`config.mk`:
```
export PLATFORM = sky130hd
export DESIGN_NAME = tlwbc_ctrl
export DESIGN_NICKNAME = d
export VERILOG_FILES = /design/src/design/tlwbc_pkg.sv /design/src/design/tlwbc_ctrl.sv
export VERILOG_INCLUDE_DIRS = /design/src /design/src/design
export SDC_FILE = /design/constraint.sdc
export NUM_CORES = 1
export LEC_CHECK = 0
export BUFFER_PORTS_ARGS = -buffer_cell sky130_fd_sc_hd__buf_2
export CAP_MARGIN = 0
export CORE_MARGIN = 4
export CORE_UTILIZATION = 35
export DETAILED_ROUTE_END_ITERATION = 8
export PLACE_DENSITY = 0.71
export SYNTH_ARGS = -nofsm -noshare
export SYNTH_HDL_FRONTEND = slang
export SYNTH_SLANG_ARGS = --single-unit
```
`constraint.sdc`:
```
create_clock -name clk -period 1.7 [get_ports clk]
set_input_delay 0 -clock clk [delete_from_list [all_inputs] [get_ports clk]]
set_output_delay 0 -clock clk [all_outputs]
set_load 0.01 [all_outputs]
```
`src/design/two_level_write_back_cache_defines.svh`:
```
// assertion macros for the two-level write-back cache
`ifndef TWO_LEVEL_WRITE_BACK_CACHE_DEFINES_SVH
`define TWO_LEVEL_WRITE_BACK_CACHE_DEFINES_SVH
`ifndef ASSERT_OFF
// same-cycle implication
`define TLWBC_ASSERT_IMP(lbl, clk, rstn, a, b) \
    lbl: assert property (@(posedge clk) disable iff (!rstn) (a) |-> (b)) \
        else $error("assertion failed");
// next-cycle implication
`define TLWBC_ASSERT_NXT(lbl, clk, rstn, a, b) \
    lbl: assert property (@(posedge clk) disable iff (!rstn) (a) |=> (b)) \
        else $error("assertion failed");
`else
`define TLWBC_ASSERT_IMP(lbl, clk, rstn, a, b)
`define TLWBC_ASSERT_NXT(lbl, clk, rstn, a, b)
`endif
`endif

```
`src/design/tlwbc_pkg.sv`:
```
// shared constants and controller/datapath types for the two-level cache
package tlwbc_pkg;

    localparam int BLOCK_WORDS = 16;
    localparam int OFF_W       = 4;
    localparam int L1_LINES    = 256;
    localparam int L1_IDX_W    = 8;
    localparam int L2_SETS     = 256;
    localparam int L2_SET_W    = 8;
    localparam int MEM_WORDS   = 262144;
    localparam int WADDR_W     = 18;
    localparam int BLK_W       = WADDR_W - OFF_W;
    localparam int L1_TAG_W    = BLK_W - L1_IDX_W;
    localparam int L2_TAG_W    = BLK_W - L2_SET_W;
    localparam int CFG_W       = 10;
    localparam int CFG_REGS    = 6;
    localparam int CFG_IDX_W   = 3;
    localparam int ACOST_W     = 13;

    // commands
    localparam logic [1:0] CMD_READ  = 2'd0;
    localparam logic [1:0] CMD_WRITE = 2'd1;
    localparam logic [1:0] CMD_CLEAR = 2'd2;
    localparam logic [1:0] CMD_INVAL = 2'd3;

    // register indexes
    localparam logic [CFG_IDX_W-1:0] CFG_L1_RD  = 3'd0;
    localparam logic [CFG_IDX_W-1:0] CFG_L1_WR  = 3'd1;
    localparam logic [CFG_IDX_W-1:0] CFG_L2_RD  = 3'd2;
    localparam logic [CFG_IDX_W-1:0] CFG_L2_WR  = 3'd3;
    localparam logic [CFG_IDX_W-1:0] CFG_MEM_RD = 3'd4;
    localparam logic [CFG_IDX_W-1:0] CFG_MEM_WR = 3'd5;

    // block transfer endpoints
    localparam logic [1:0] SEL_L1  = 2'd0;
    localparam logic [1:0] SEL_L2  = 2'd1;
    localparam logic [1:0] SEL_MEM = 2'd2;

    // result kinds
    localparam logic [1:0] RSP_ACCESS = 2'd0;
    localparam logic [1:0] RSP_CLEAR  = 2'd1;
    localparam logic [1:0] RSP_INVAL  = 2'd2;
    localparam logic [1:0] RSP_AERR   = 2'd3;

    typedef struct packed {
        logic                 load;
        logic                 clearing;
        logic                 l1_check;
        logic                 l2op_load;
        logic                 l2op_wr;
        logic                 l2_latch;
        logic                 copy_start;
        logic [1:0]           copy_src;
        logic [1:0]           copy_dst;
        logic                 add_cost;
        logic [CFG_IDX_W-1:0] cost_sel;
        logic                 l2_install;
        logic                 l2_finish;
        logic                 l1_install;
        logic                 l1_word_wr;
        logic                 invalidate;
        logic                 respond;
        logic [1:0]           resp_kind;
    } ctrl_cmd_t;

    typedef struct packed {
        logic [1:0] cmd;
        logic       addr_err;
        logic       l1_hit;
        logic       l1_victim_dirty;
        logic       l2_hit;
        logic       l2_victim_dirty;
        logic       op_wr;
        logic       copy_done;
        logic       clear_last;
    } dp_status_t;

endpackage

```
`src/design/tlwbc_ctrl.sv`:
```
// controller: sequences lookups, write-backs, fills and results
`include "two_level_write_back_cache_defines.svh"
module tlwbc_ctrl (
    input  logic                  clk,
    input  logic                  rst_n,
    input  logic                  start,
    output logic                  busy,
    input  tlwbc_pkg::dp_status_t status,
    output tlwbc_pkg::ctrl_cmd_t  cmd
);
    localparam logic [3:0] S_CLEAR   = 4'd0;
    localparam logic [3:0] S_IDLE    = 4'd1;
    localparam logic [3:0] S_DEC     = 4'd2;
    localparam logic [3:0] S_L1_CMP  = 4'd3;
    localparam logic [3:0] S_L2_WAIT = 4'd4;
    localparam logic [3:0] S_L2_CMP  = 4'd5;
    localparam logic [3:0] S_MEM_WB  = 4'd6;
    localparam logic [3:0] S_MEM_RD  = 4'd7;
    localparam logic [3:0] S_XFER    = 4'd8;
    localparam logic [3:0] S_ACC     = 4'd9;
    localparam logic [3:0] S_RESP    = 4'd10;

    logic [3:0] state_reg, state_next;

    assign busy = (state_reg != S_IDLE);

    always_ff @(posedge clk or negedge rst_n)
    begin
        if (!rst_n)
            state_reg <= S_CLEAR;
        else
            state_reg <= state_next;
    end

    // next state and datapath commands
    always_comb
    begin
        state_next = state_reg;
        cmd        = '0;
        case (state_reg)
            S_CLEAR:
            begin
                cmd.clearing = 1'b1;
                if (status.clear_last)
                    state_next = S_IDLE;
            end
            S_IDLE:
            begin
                if (start)
                begin
                    cmd.load   = 1'b1;
                    state_next = S_DEC;
                end
            end
            S_DEC:
            begin
                if (status.cmd == tlwbc_pkg::CMD_CLEAR)
                begin
                    cmd.respond   = 1'b1;
                    cmd.resp_kind = tlwbc_pkg::RSP_CLEAR;
                    state_next    = S_IDLE;
                end
                else if (status.cmd == tlwbc_pkg::CMD_INVAL)
                begin
                    cmd.invalidate = 1'b1;
                    cmd.respond    = 1'b1;
                    cmd.resp_kind  = tlwbc_pkg::RSP_INVAL;
                    state_next     = S_IDLE;
                end
                else if (status.addr_err)
                begin
                    cmd.respond   = 1'b1;
                    cmd.resp_kind = tlwbc_pkg::RSP_AERR;
                    state_next    = S_IDLE;
                end
                else
                    state_next = S_L1_CMP;
            end
            S_L1_CMP:
            begin
                cmd.l1_check = 1'b1;
                if (status.l1_hit)
                    state_next = S_ACC;
                else
                begin
                    cmd.l2op_load = 1'b1;
                    cmd.l2op_wr   = status.l1_victim_dirty;
                    state_next    = S_L2_WAIT;
                end
            end
            S_L2_WAIT:
                state_next = S_L2_CMP;
            S_L2_CMP:
            begin
                cmd.l2_latch   = 1'b1;
                cmd.copy_start = 1'b1;
                if (status.l2_hit)
                begin
                    cmd.copy_src = status.op_wr ? tlwbc_pkg::SEL_L1 : tlwbc_pkg::SEL_L2;
                    cmd.copy_dst = status.op_wr ? tlwbc_pkg::SEL_L2 : tlwbc_pkg::SEL_L1;
                    state_next   = S_XFER;
                end
                else if (status.l2_victim_dirty)
                begin
                    cmd.copy_src = tlwbc_pkg::SEL_L2;
                    cmd.copy_dst = tlwbc_pkg::SEL_MEM;
                    state_next   = S_MEM_WB;
                end
                else
                begin
                    cmd.copy_src = tlwbc_pkg::SEL_MEM;
                    cmd.copy_dst = tlwbc_pkg::SEL_L2;
                    state_next   = S_MEM_RD;
                end
            end
            S_MEM_WB:
            begin
                if (status.copy_done)
                begin
                    cmd.add_cost   = 1'b1;
                    cmd.cost_sel   = tlwbc_pkg::CFG_MEM_WR;
                    cmd.copy_start = 1'b1;
                    cmd.copy_src   = tlwbc_pkg::SEL_MEM;
                    cmd.copy_dst   = tlwbc_pkg::SEL_L2;
                    state_next     = S_MEM_RD;
                end
            end
            S_MEM_RD:
            begin
                if (status.copy_done)
                begin
                    cmd.add_cost   = 1'b1;
                    cmd.cost_sel   = tlwbc_pkg::CFG_MEM_RD;
                    cmd.l2_install = 1'b1;
                    cmd.copy_start = 1'b1;
                    cmd.copy_src   = status.op_wr ? tlwbc_pkg::SEL_L1 : tlwbc_pkg::SEL_L2;
                    cmd.copy_dst   = status.op_wr ? tlwbc_pkg::SEL_L2 : tlwbc_pkg::SEL_L1;
                    state_next     = S_XFER;
                end
            end
            S_XFER:
            begin
                if (status.copy_done)
                begin
                    cmd.add_cost  = 1'b1;
                    cmd.cost_sel  = status.op_wr ? tlwbc_pkg::CFG_L2_WR : tlwbc_pkg::CFG_L2_RD;
                    cmd.l2_finish = 1'b1;
                    if (status.op_wr)
                    begin
                        // victim written back, now fetch the wanted block
                        cmd.l2op_load = 1'b1;
                        state_next    = S_L2_WAIT;
                    end
                    else
                    begin
                        cmd.l1_install = 1'b1;
                        state_next     = S_ACC;
                    end
                end
            end
            S_ACC:
            begin
                cmd.add_cost = 1'b1;
                if (status.cmd == tlwbc_pkg::CMD_WRITE)
                begin
                    cmd.cost_sel   = tlwbc_pkg::CFG_L1_WR;
                    cmd.l1_word_wr = 1'b1;
                end
                else
                    cmd.cost_sel = tlwbc_pkg::CFG_L1_RD;
                state_next = S_RESP;
            end
            S_RESP:
            begin
                cmd.respond   = 1'b1;
                cmd.resp_kind = tlwbc_pkg::RSP_ACCESS;
                state_next    = S_IDLE;
            end
            default:
                state_next = S_IDLE;
        endcase
    end

    // an accepted command always leaves idle
    `TLWBC_ASSERT_NXT(a_accept_busy, clk, rst_n, start && state_reg == S_IDLE,
                      state_reg == S_DEC)
    // every result returns the controller to idle
    `TLWBC_ASSERT_NXT(a_resp_idle, clk, rst_n, cmd.respond, state_reg == S_IDLE)
    // no result while the backing memory is being cleared
    `TLWBC_ASSERT_IMP(a_no_resp_clear, clk, rst_n, state_reg == S_CLEAR, !cmd.respond)
endmodule

```
==> out/results.txt <==
Remaining DRCs: 0
Cts bufs inserted: 3
Width of the die: 48.9 µm
Achievable clock frequency: 603 MHz
Total net switching power: 603 µW
FF+latch count, synth: 4
Maximum ir drop on the vdd rail: 862 µV
Num rows: 14
Maximum clock path buffer count: 2
Worst-path maximum fanout: 5
Tot GR Track Use: 0.162
Shortest period the worst path allows: 1.66 ns
TritonCTS clock tree: built
Total die area: 2390 µm²
Via-to-Cell Ratio: 5.58
Iteration-0 DRC Markers: 17
Arr. time, crit path: 1.66 ns
CTS H-Tree Depth: 1
Power share of the clock group: 0.106
Sequential group share of total power: 0.155
Post-route cell area: 966 µm²
Largest register FFs: 4
Commonest non-fill, non-tap cell in the layout: buf_2
Cell area after placement: 807 µm²
Initial antenna violation count: 0
Via count of the first global-routing pass: 687
Mapped Area: 586 µm²
Number of sinks on the clock net: 4
Total grt overflow: 0
Total of warnings raised by yosys: 0
Final ANT Viol Nets: 0
Final slew viol count: 0
Number of diodes: 0
Tightest slew margin relative to the limit: 0.771
Gate count of the mapped netlist: 84
Total vias in the final route: 809
HPWL after DPL: 1.44 mm
Register cell area after layout: 101 µm²
Fraction of layout cells with a size suffix above 1: 0.512
DRT Wirelength: 2.09 mm
Global-route wire length before repair: 3.19 mm
Area occupied by multi-input gates: 533 µm²
Core Region: 1540 µm²
RSZ-0062 raised after global routing: yes
Sequential element share of the synthesized area: 0.171
Io pins: 37
Routability-driven placement congestion ratio: 0.808
Static leakage power: 0.519 nW
Height of the die: 48.9 µm
Port bufs: 36
Clock-pin slew reported for the worst setup and hold paths after clock tree synthesis: 0.04 ns
Setup violation total in the final timing report: 0
Total Nets Final: 144
Most instantiated flip-flop cell in the synthesis netlist: dfrtp_1
Final worst path period share: 0.975
Router iterations before antenna repair: 4
Req. time, crit path: 1.70 ns
Number of maximum-capacitance violations: 0
Distinct cells, synth: 33
Worst Setup End Kind: output port
Number of filler instances in the final layout: 127
Final core utilization: 0.627
Clock root buffer master: clkbuf_4
Most frequent cells in the layout: buf_2, nor2_1, buf_4
Class of the worst hold path: in -> reg
Power Internal: 615 µW
Synthesized net count: 97
Share of total power in combinational logic: 0.739
Number of enable-type register cells in the synthesized netlist: 0
Effective utilization at floorplan: 0.380
Clock tree skew after final layout: 0.00423 ns
Sort of element at the start of the critical path: register
Largest net degree at the start of global routing: 16
Final Hold Viols: 0
Synth async-reset ratio: 1.00
Outcome: complete, no violations
Worst-margin pin slew: 0.340 ns
Clock latency of the later-clocked register in the worst-skew pair: 0.25 ns
Avg Cell Area, Syn: 6.97 µm²
Switching power share of the total: 0.495
Crit Path Category: reg -> out
Power per Cell Area: 1260 nW/µm²
Post-detailed-route wirelength per cell: 14.4 µm
Area Overhead vs Synth: 65.0%
[cells in the mapped netlist, types with 2 or more instances]
library cell	number	area, µm²
buf_2	4	20.0
nor3_1	5	25.0
o21ai_0	7	35.0
o22ai_1	2	12.5
nand3_1	2	10.0
o21ai_1	2	10.0
or4b_4	2	27.5
and3_1	3	18.8
nand2b_1	5	31.3
nand2_1	2	7.51
inv_1	5	18.8
a21o_1	3	22.5
nor2_1	11	41.3
nand3b_1	2	15.0
a21oi_1	3	15.0
nor4_1	4	25.0
a211oi_1	2	15.0
dfrtp_1	4	100
o21bai_1	2	15.0
[logic make-up after synthesis]
| family | synth area share |
|---|---|
| DFF | 0.171 |
| buffers and inverters | 0.0726 |
| AOI/OAI and AO/OA | 0.344 |
| and+or+nand+nor | 0.393 |
| muxes | 0.0192 |
[final timing paths]
kind	cells after the start	slack [ns]	from	endpoint
max in group asynchronous	2	1.47	rst_n	state_reg[0]
min reg2reg	3	0.73	state_reg[1]	state_reg[2]
min	2	0.07	status[1]	state_reg[3]
max reg2reg	4	0.12	state_reg[2]	state_reg[3]
max	4	0.04	state_reg[2]	cmd[8]
min in group asynchronous	2	0.10	rst_n	state_reg[2]
[final cells by class]
cell class                      count  area share
Clock buffer                        3      0.0233
Inverter                            5      0.0194
Multi-Input combinational cell     70       0.552
Sequential cell                     4       0.105
Tap cell                           16      0.0207
Timing Repair Buffer               47       0.280
[per-stage QoR]
| step | std cells | hold WS, ns | total power, mW | setup WS, ns | setup TNS [ns] |
|---|---|---|---|---|---|
| finish | 145 | 0.0734 | 1.22 | 0.0429 | 0 |
| global route | 145 | 0.0790 | 1.32 | -0.0351 | -0.0541 |
| CTS | 141 | 0.0467 | 1.07 | 0.0126 | 0 |
| detailed placement | 137 | -0.192 | 0.919 | 0.0957 | 0 |
| global placement | 137 | -0.193 | 0.906 | 0.178 | 0 |
| floorplan | 84 | -0.296 | 0.679 | 0.161 | 0 |
[per-layer routing]
| metal | vias to the layer above | GRT usage | part of all wire |
|---|---|---|---|
| li1 | 411 | - | - |
| met1 | 369 | 0.204 | 0.44 |
| met2 | 24 | 0.250 | 0.48 |
| met3 | 5 | 0.0550 | 0.058 |
| met4 | 0 | 0.0673 | 0.028 |
| met5 | - | 0 | 0 |
[power by group through the flow]
stage                     Sequential, mW  Clock (mW)  Combinational, mW
after CTS                          0.186       0.130              0.759
final                              0.189       0.129              0.899
after detailed placement           0.181           0              0.738
after global routing               0.199       0.141              0.984
after floorplan                    0.160           0              0.519
after global placement             0.179           0              0.727
[timing repair]
item | in CTS | in global routing
hold buffers | 1 | 0
buffers inserted | 0 | 3
cloned | 0 | 1
setup endpoints to repair | 3 | 10
pin swaps | 0 | 2
gates resized for setup | 6 | 17
endpoints found under the hold margin | 4 | 0
[worst max-delay path, cell delays in order, from the launching register on]
cell     delay (ns)
dfrtp_1        0.41
or4b_4         0.61
nor2_4         0.12
a221o_1        0.14
buf_2          0.12
(Power assumes the default switching activity.)
